===== config.mk =====
export PLATFORM = sky130hd
export DESIGN_NAME = stack_with_max_extract_queue_unit
export DESIGN_NICKNAME = d
export VERILOG_FILES = /design/src/rtl/swmq_pkg.sv /design/src/rtl/swmq_cell.sv /design/src/rtl/stack_with_max_extract_queue_unit.sv
export SDC_FILE = /design/constraint.sdc
export NUM_CORES = 1
export LEC_CHECK = 0
export ABC_AREA = 1
export BUFFER_PORTS_ARGS = -buffer_cell sky130_fd_sc_hd__buf_2
export CORE_ASPECT_RATIO = 1.4
export CORE_MARGIN = 8
export CORE_UTILIZATION = 40
export CTS_BUF_LIST = sky130_fd_sc_hd__clkbuf_4
export CTS_CLUSTER_SIZE = 8
export DETAILED_ROUTE_END_ITERATION = 10
export SKIP_LAST_GASP = 1
export SLEW_MARGIN = 20
export SYNTH_ARGS = -nofsm -noshare
export SYNTH_HDL_FRONTEND = slang
export SYNTH_SLANG_ARGS = --single-unit

===== constraint.sdc =====
create_clock -name clk -period 8.65 [get_ports clk]
set_input_delay 0.865 -clock clk [delete_from_list [all_inputs] [get_ports clk]]
set_output_delay 0.865 -clock clk [all_outputs]
set_load 0.005 [all_outputs]

===== src/rtl/swmq_pkg.sv =====
// Shared types and constants for the priority stack/queue unit.
// Used by swmq_cell, the top level and the port checker. No dependencies.
package swmq_pkg;

  // Number of entry cells and derived widths
  localparam int DEPTH  = 16;
  localparam int IDX_W  = (DEPTH > 1) ? $clog2(DEPTH) : 1;
  localparam int CNT_W  = $clog2(DEPTH + 1);
  localparam int DATA_W = 8;
  localparam int PRIO_W = 16;

  // Operation codes
  localparam logic [1:0] OP_INSERT        = 2'd0;
  localparam logic [1:0] OP_REMOVE_MAX    = 2'd1;
  localparam logic [1:0] OP_REMOVE_NEWEST = 2'd2;

  // Status codes
  localparam logic [1:0] ST_OK    = 2'd0;
  localparam logic [1:0] ST_EMPTY = 2'd1;
  localparam logic [1:0] ST_FULL  = 2'd2;

  // Input transfer payload
  typedef struct packed {
    logic [1:0]        operation;
    logic [DATA_W-1:0] data_in;
    logic [PRIO_W-1:0] priority_in;
  } in_t;

  // Output transfer payload
  typedef struct packed {
    logic [DATA_W-1:0] data_out;
    logic [1:0]        status;
  } out_t;

  // One stored entry
  typedef struct packed {
    logic [DATA_W-1:0] byte_val;
    logic [PRIO_W-1:0] prio;
  } entry_t;

  // Candidate carried down the chain during a removal search
  typedef struct packed {
    logic              ok;
    logic [IDX_W-1:0]  pos;
    logic [DATA_W-1:0] byte_val;
    logic [PRIO_W-1:0] prio;
  } wave_t;

  // Broadcast control from the sequencer to every cell
  typedef struct packed {
    logic              ins;
    logic              rem;
    logic              newest;
    logic [IDX_W-1:0]  pos;
    logic [CNT_W-1:0]  count;
    entry_t            new_entry;
  } ctl_t;

endpackage


===== src/rtl/swmq_cell.sv =====
// One storage cell of the entry chain: holds one entry and one search stage.
// Depends on swmq_pkg.
module swmq_cell (
  input  logic                     clk,
  input  logic [swmq_pkg::IDX_W-1:0] idx,
  input  swmq_pkg::ctl_t           ctl,
  input  swmq_pkg::entry_t         up_entry,
  input  swmq_pkg::wave_t          wave_in,
  output swmq_pkg::entry_t         entry,
  output swmq_pkg::wave_t          wave_pick,
  output swmq_pkg::wave_t          wave_q
);
  import swmq_pkg::*;

  logic [CNT_W-1:0] idx_c;
  logic             occupied;
  logic             take;

  assign idx_c    = CNT_W'(idx);
  assign occupied = idx_c < ctl.count;

  // Search stage: newest mode keeps the last occupied cell, max mode keeps
  // the first cell of the greatest priority (strict compare keeps the oldest)
  always_comb begin
    take = occupied && (!wave_in.ok || ctl.newest || (entry.prio > wave_in.prio));
    if (take) begin
      wave_pick.ok       = 1'b1;
      wave_pick.pos      = idx;
      wave_pick.byte_val = entry.byte_val;
      wave_pick.prio     = entry.prio;
    end else begin
      wave_pick = wave_in;
    end
  end

  // Hand the candidate to the next cell every cycle
  always_ff @(posedge clk) begin
    wave_q <= wave_pick;
  end

  // Storage: load at the free slot, or close the gap left by a removal
  always_ff @(posedge clk) begin
    if (ctl.ins && (idx_c == ctl.count)) begin
      entry <= ctl.new_entry;
    end else if (ctl.rem && (idx >= ctl.pos) && ((idx_c + CNT_W'(1)) < ctl.count)) begin
      entry <= up_entry;
    end
  end

endmodule


===== src/rtl/stack_with_max_extract_queue_unit.sv =====
// Top level of the priority stack/queue unit: sequencer plus chain of cells.
// Depends on swmq_pkg and swmq_cell.
//
//   channel | signals                          | payload
//   --------+----------------------------------+-------------------------------
//   in      | in_valid / in_ready / in_data    | operation, data_in, priority_in
//   out     | out_valid / out_ready / out_data | data_out, status
//
// Insert, refused insert, removal from empty and unknown codes go straight to
// the done state. Removals from a non-empty store pass first through the scan
// state, where the candidate search steps one cell per cycle down the chain.
// One item is in work at a time; a new item is taken while a result waits.
// A stalled output holds the finished item in its done state.
// rst is synchronous; it empties the store (stored entries are not cleared).
module stack_with_max_extract_queue_unit (
  input  logic            clk,
  input  logic            rst,
  input  logic            in_valid,
  output logic            in_ready,
  input  swmq_pkg::in_t   in_data,
  output logic            out_valid,
  input  logic            out_ready,
  output swmq_pkg::out_t  out_data
);
  import swmq_pkg::*;

  typedef enum logic [2:0] {
    S_IDLE = 3'b001,
    S_SCAN = 3'b010,
    S_DONE = 3'b100
  } state_t;

  state_t            state;
  logic [CNT_W-1:0]  count;
  logic [IDX_W-1:0]  scan_cnt;
  logic              newest;
  out_t              res;
  logic              in_fire;
  logic              full;
  logic              scan_end;
  ctl_t              ctl;

  entry_t            entries [DEPTH];
  wave_t             picks   [DEPTH];
  wave_t             waves   [DEPTH];

  assign in_ready = (state == S_IDLE);
  assign in_fire  = in_valid && in_ready;
  assign full     = (count == CNT_W'(DEPTH));
  assign scan_end = (state == S_SCAN) && (scan_cnt == '0);

  // Broadcast control to the cells
  always_comb begin
    ctl.ins       = in_fire && (in_data.operation == OP_INSERT) && !full;
    ctl.rem       = scan_end;
    ctl.newest    = newest;
    ctl.pos       = picks[DEPTH-1].pos;
    ctl.count     = count;
    ctl.new_entry = '{byte_val: in_data.data_in, prio: in_data.priority_in};
  end

  // Chain of cells
  for (genvar i = 0; i < DEPTH; i++) begin : g_cell
    entry_t up_entry;
    wave_t  wave_in;
    if (i == DEPTH - 1) begin : g_last
      assign up_entry = '0;
    end else begin : g_mid
      assign up_entry = entries[i+1];
    end
    if (i == 0) begin : g_first
      assign wave_in = '0;
    end else begin : g_rest
      assign wave_in = waves[i-1];
    end
    swmq_cell u_cell (
      .clk       (clk),
      .idx       (IDX_W'(i)),
      .ctl       (ctl),
      .up_entry  (up_entry),
      .wave_in   (wave_in),
      .entry     (entries[i]),
      .wave_pick (picks[i]),
      .wave_q    (waves[i])
    );
  end

  // Sequencer
  always_ff @(posedge clk) begin
    if (rst) begin
      state    <= S_IDLE;
      count    <= '0;
      scan_cnt <= '0;
    end else begin
      unique case (state)
        S_IDLE: begin
          if (in_fire) begin
            unique case (in_data.operation)
              OP_INSERT: begin
                state <= S_DONE;
                if (full) begin
                  res <= '{data_out: '0, status: ST_FULL};
                end else begin
                  res   <= '{data_out: '0, status: ST_OK};
                  count <= count + CNT_W'(1);
                end
              end
              OP_REMOVE_MAX, OP_REMOVE_NEWEST: begin
                if (count == '0) begin
                  res   <= '{data_out: '0, status: ST_EMPTY};
                  state <= S_DONE;
                end else begin
                  res      <= '{data_out: '0, status: ST_OK};
                  newest   <= (in_data.operation == OP_REMOVE_NEWEST);
                  scan_cnt <= IDX_W'(DEPTH - 1);
                  state    <= S_SCAN;
                end
              end
              default: begin
                res   <= '{data_out: '0, status: ST_OK};
                state <= S_DONE;
              end
            endcase
          end
        end
        S_SCAN: begin
          scan_cnt <= scan_cnt - IDX_W'(1);
          if (scan_end) begin
            res.data_out <= picks[DEPTH-1].byte_val;
            count        <= count - CNT_W'(1);
            state        <= S_DONE;
          end
        end
        S_DONE: begin
          if (!out_valid || out_ready) begin
            state <= S_IDLE;
          end
        end
        default: state <= S_IDLE;
      endcase
    end
  end

  // Output register
  always_ff @(posedge clk) begin
    if (rst) begin
      out_valid <= 1'b0;
    end else if ((state == S_DONE) && (!out_valid || out_ready)) begin
      out_valid <= 1'b1;
    end else if (out_ready) begin
      out_valid <= 1'b0;
    end
  end

  always_ff @(posedge clk) begin
    if ((state == S_DONE) && (!out_valid || out_ready)) begin
      out_data <= res;
    end
  end

endmodule


==> flow_summary.json, run 1 <==
{
  "final_max_slew_viol_count": 0,
  "hold_viol": 0,
  "finalSetupTns_ns": 0,
  "gp_congestion": 0.984,
  "htreeDepth": 4,
  "final_nets": 4591,
  "outcome": "finished clean",
  "maxSlewHeadroom": 0.275,
  "hold_path.class": "input pin to flip-flop",
  "ys_seq_area_frac": 0.558,
  "first_iter_violations": 2035,
  "cp.required_ns": 9.34,
  "postCtsSetupRepairBufs": 0,
  "grt_antenna_before_repair": 6,
  "cpPeakStageDelay_ns": 0.84,
  "grt_pass1_vias": 28973,
  "synth-async-reset-ratio": 0,
  "area_growth_pct": 11.0,
  "ys_types": 39,
  "ys_warn_count": 0,
  "end_kind": "flip-flop",
  "setup-violations-final": 0,
  "critPathMaxFanout": 24,
  "clock-sinks": 838,
  "period_share": 0.446,
  "met1Wirelength_um": 41500,
  "synthCells": 4214,
  "synth_area_um2": 37300,
  "firstDrtPassIters": 8,
  "grt.total_usage": 0.218,
  "die_w_um": 274,
  "ctsHoldBuffers": 3,
  "peakVddDrop_uv": 128,
  "worst_slew_pin_slew_ns": 1.09,
  "clock_path_buffers": 3,
  "die-area_um2": 103000,
  "core_area_um2": 92500,
  "routedWlPerCell_um": 20.1,
  "crit_chain": "ha_1, nand2_1, nor3_1, nand3_1, nand2_1, nand2_1, nand2_1, nand4_1, o21ai_4",
  "grt_remaining_overflow": 0,
  "ctsRootBufferMaster": "clkbuf_4",
  "rsz0062_at_grt": "false",
  "row_count": 132,
  "period_needed_ns": 3.85,
  "grt_max_degree": 50,
  "dr_total_vias": 29131,
  "fill_cells": 9070,
  "start_util": 0.403,
  "drc_errors": 0,
  "worst_slack_ns": 4.80,
  "detailedPlacementHpwl_um": 79400,
  "crit_top_cell": "nand2_1",
  "die-height_um": 377,
  "grt_pass1_wl_um": 171000,
  "cp_slowest_cell": "o21ai_4",
  "cts_resized": 0,
  "ys_ff_latch": 838,
  "cp.arrival_ns": 4.54,
  "synth_nets": 4494,
  "synth-edff-count": 405,
  "crit_type": "flip-flop to flip-flop",
  "final_common_cell": "nand2_1",
  "clk_transition_reported_paths_ns": 0.07,
  "wl_um": 114000,
  "synth_area_leader_cell": "edfxtp_1",
  "io_pins": 42,
  "skew_ns": 0.0478,
  "maxCapViolations": 0,
  "crit_path_start_kind": "flip-flop",
  "cts_tree": "built",
  "wl_met3_um": 5130,
  "p_leak_nw": 18.9,
  "place_ws_ns": 4.37,
  "synth_flop_cell": "dfxtp_1",
  "clk_latency_ns": 1.10,
  "detail-route-antenna-nets": 0,
  "layout_common_cells": "nand2_1 (1363), dfxtp_1 (433), inv_1 (423)",
  "routed.top_layer": "met4",
  "avgSynthCellArea_um2": 8.85,
  "drive_gt1_frac": 0.105,
  "synth_top_area_share": 0.326,
  "synthTopCellsByArea": "edfxtp_1 (33%), dfxtp_1 (23%), nand2_1 (14%)",
  "numCtsBuffers": 201,
  "vias_per_cell": 5.11,
  "fmax_mhz": 259,
  "power_density_nw_per_um2": 285,
  "r2r_slack_ns": 4.80,
  "io_buffers": 41,
  "wl_met2_um": 58700
}
layout make-up:
class	count	area, um2	share of cell area
tap	1206	1510	0.0364
sequential	838	20800	0.503
multi-input combinational	2743	14100	0.341
clock inverter	81	509	0.0123
antenna	4	10.0	0.000242
clock buffer	299	2240	0.0542
timing repair buffer	89	573	0.0138
inverter	438	1640	0.0397
per-stage QoR:
step / hold WS, ns / util / total power [mW] / instance area (um2) / instances
after detailed placement: 0.402 / 0.417 / 8.39 / 38600 / 5311
after global placement: 0.396 / 0.417 / 8.35 / 38600 / 5311
final: 0.158 / 0.448 / 11.8 / 41400 / 5698
after CTS: 0.0173 / 0.448 / 11.9 / 41400 / 5694
after global routing: 0.0647 / 0.448 / 12.6 / 41400 / 5696
after floorplan: 0.388 / - / 7.33 / 37300 / 4214
critical path: cells and delay by family (launching register included):
family	cells	cell delay, ns
simple gates	7	1.86
fa+ha+maj	1	0.32
compound gates	1	0.84
flops	1	0.40
worst paths after layout:
| kind | startpoint | endpoint | depth (start not counted) |
|---|---|---|---|
| max | g_cell[15].u_cell.entry[15]$_SDFFCE_PN0P_ | g_cell[2].u_cell.entry[11]$_DFFE_PP_ | 9 |
| max reg2reg | g_cell[15].u_cell.entry[15]$_SDFFCE_PN0P_ | g_cell[2].u_cell.entry[11]$_DFFE_PP_ | 9 |
| min | in_data[25] | newest$_DFFE_PP_ | 2 |
| min reg2reg | g_cell[10].u_cell.wave_q[22]$_DFF_P_ | g_cell[11].u_cell.wave_q[22]$_DFF_P_ | 2 |
where the power goes:
group	switching, mW	total [mW]	internal (mW)
clock network	1.66	3.46	1.80
logic	1.79	2.72	0.937
registers	0.566	5.63	5.07
cell families after synthesis:
| logic type | Yosys count | share of synthesized area |
|---|---|---|
| and+or+nand+nor | 1868 | 0.204 |
| DFF | 838 | 0.558 |
| buffers and inverters | 633 | 0.0660 |
| AOI/OAI and AO/OA | 623 | 0.0875 |
| adders and majority gates | 250 | 0.0838 |
| xor gates and xnor gates | 2 | 0.000470 |
Yosys cell counts, types with 2 or more instances:
cell type	instances
nand2_1	1368
dfxtp_1	433
inv_1	423
edfxtp_1	405
o21ai_0	343
nand3_1	317
ha_1	250
clkbuf_1	138
a21oi_1	125
nor2_1	110
o21ai_1	106
buf_2	47
nor3_1	32
nand4_1	22
inv_2	13
o21a_1	13
a21boi_0	12
o21ai_2	11
nand3_2	6
buf_4	5
buf_1	4
nand2_2	3
nand4_2	3
nor2_4	3
o211ai_1	3
a211oi_1	2
a221oi_1	2
a31oi_1	2
clkinv_1	2
o31ai_1	2
layer usage:
| layer | up-vias | track usage |
|---|---|---|
| met4 | 0 | 0.167 |
| li1 | 14187 | - |
| met5 | - | 0 |
| met3 | 371 | 0.0385 |
| met1 | 13707 | 0.221 |
| met2 | 866 | 0.396 |
flip-flops by register name, indices dropped and copies added, names as in the netlist:
register and cells:
count 5, g_cell.u_cell.entry 384, g_cell.u_cell.wave_q 420, newest 1
out_data 10, out_valid 1, res 10, scan_cnt 4
state 3
Note: power is estimated with default switching activity, not from simulation.
==> run 2, diff against run 1 <==
clock period = 3.4 ns   (was 8.65 ns; I/O delays follow)
==> flow_summary.json, run 2 (same netlist as run 1, synthesis figures left out) <==
{
  "vias_per_cell": 5.07,
  "maxCapViolations": 0,
  "grt.total_usage": 0.217,
  "r2r-start": "g_cell[15].u_cell.entry[11]$_SDFFCE_PN0P_",
  "skew_ns": 0.0676,
  "cp_num_buf_inv": 2,
  "drive_gt1_frac": 0.116,
  "clock_path_buffers": 3,
  "grt_remaining_overflow": 0,
  "firstDrtPassIters": 7,
  "die-area_um2": 103000,
  "power_density_nw_per_um2": 715,
  "worst_slew_pin_slew_ns": 1.22,
  "grt_antenna_before_repair": 11,
  "ctsRootBufferMaster": "clkbuf_4",
  "setup-violations-final": 0,
  "cp.required_ns": 4.08,
  "place_ws_ns": 0.425,
  "cts_resized": 0,
  "crit_chain": "ha_1, nand4_1, nor3_1, nand3_1, nand2_1, nand2_1, nand2_1, buf_4, nand4_1, o21ai_2, buf_4",
  "die-height_um": 377,
  "clk_latency_ns": 1.06,
  "reg.largest.list": "g_cell.u_cell.wave_q (420), g_cell.u_cell.entry (384)",
  "drc_errors": 0,
  "hold_viol": 0,
  "peakVddDrop_uv": 285,
  "start_util": 0.403,
  "r2r_slack_ns": 0.39,
  "cts_tree": "built",
  "postCtsSetupRepairBufs": 0,
  "final_common_cell": "nand2_1",
  "gp_congestion": 1.00,
  "ctsHoldBuffers": 21,
  "core_area_um2": 92500,
  "path_delay_family": "simple AND/OR/NAND/NOR gates",
  "fill_cells": 8931,
  "detailed_place.area_um2": 39000,
  "largest_register": "g_cell.u_cell.wave_q",
  "rsz0062_at_grt": "false",
  "row_count": 132,
  "wl_um": 113000,
  "largest_reg_flops": 420,
  "finalNonFillerCells": 5764,
  "hold_path.class": "input pin to flip-flop",
  "grt_pass1_vias": 29122,
  "first_iter_violations": 2186,
  "cp.arrival_ns": 3.69,
  "crit_type": "flip-flop to flip-flop",
  "area_growth_pct": 12.5,
  "worst_slack_ns": 0.392,
  "final_nets": 4661,
  "detailedPlacementHpwl_um": 81600,
  "layout_common_cells": "nand2_1 (1368), dfxtp_1 (433), inv_1 (421)",
  "hp-start": "in_data[18]",
  "htreeDepth": 4,
  "io_buffers": 41,
  "clock-sinks": 838,
  "final_max_slew_viol_count": 0,
  "cp_slowest_cell": "edfxtp_1",
  "dr_total_vias": 29214,
  "grt_max_degree": 50,
  "io_pins": 42,
  "grt_pass1_wl_um": 170000,
  "critPathMaxFanout": 24,
  "maxSlewHeadroom": 0.183,
  "period_share": 0.885,
  "die_w_um": 274,
  "cpPeakStageDelay_ns": 0.40,
  "end_kind": "flip-flop",
  "clk_transition_reported_paths_ns": 0.07,
  "detail-route-antenna-nets": 0,
  "dp.cells": 5365,
  "stdcell_area_um2": 42000,
  "fmax_mhz": 332,
  "period_needed_ns": 3.01,
  "crit_path_start_kind": "flip-flop",
  "routedWlPerCell_um": 19.7,
  "crit_start": "g_cell[15].u_cell.entry[11]$_SDFFCE_PN0P_",
  "crit_top_cell": "nand2_1",
  "numCtsBuffers": 199,
  "p_leak_nw": 19.2,
  "outcome": "finished clean"
}
run 2: stage by stage:
stage	utilization	total power, mW	TNS, ns	hold WS [ns]
finish	0.454	30.0	0	0.130
global route	0.454	32.0	0	0.0858
CTS	0.454	30.3	0	0.0168
detailed placement	0.422	21.5	0	0.396
global placement	0.422	21.4	0	0.392
floorplan	-	18.7	-35.06	0.388
run 2: path summary, 6_finish.rpt:
kind                                            end  depth (start not counted)
max            g_cell[3].u_cell.entry[12]$_DFFE_PP_                         11
min            g_cell[1].u_cell.entry[18]$_DFFE_PP_                          3
max reg2reg    g_cell[3].u_cell.entry[12]$_DFFE_PP_                         11
min reg2reg  g_cell[4].u_cell.wave_q[25]$_SDFF_PP0_                          2
run 2: report_power, final:
part | switching (mW) | internal [mW] | leakage (nW)
Sequential | 1.48 | 12.9 | 7.17
Clock | 4.12 | 4.57 | 1.63
Combinational | 4.48 | 2.49 | 10.4
Total | 10.1 | 20.0 | 19.2
run 2: cell type report:
cell class / count / area, um2 / share of cell area
well taps: 1206 / 1510 / 0.0359
inverters: 438 / 1640 / 0.0392
flip-flops and latches: 838 / 20800 / 0.496
clock inverters: 60 / 378 / 0.00900
diodes: 5 / 12.5 / 0.000298
repair buffers: 161 / 1210 / 0.0288
clock buffers: 313 / 2350 / 0.0560
multi-input cells: 2743 / 14100 / 0.335
run 2: per-layer routing:
metal | routed length [um] | up-vias | global-route usage
li1 | - | 14324 | -
met1 | 40400 | 13680 | 0.218
met2 | 59300 | 849 | 0.400
met3 | 5530 | 357 | 0.0435
met4 | 8060 | 4 | 0.144
met5 | 33 | - | 0
run 2: worst register-to-register path, delay by kind of cell, from the launching register on:
kind	cells	cell delay, ns
compound gates	1	0.21
buf+inv	2	0.55
flops	1	0.40
simple gates	7	1.15
fa+ha+maj	1	0.35
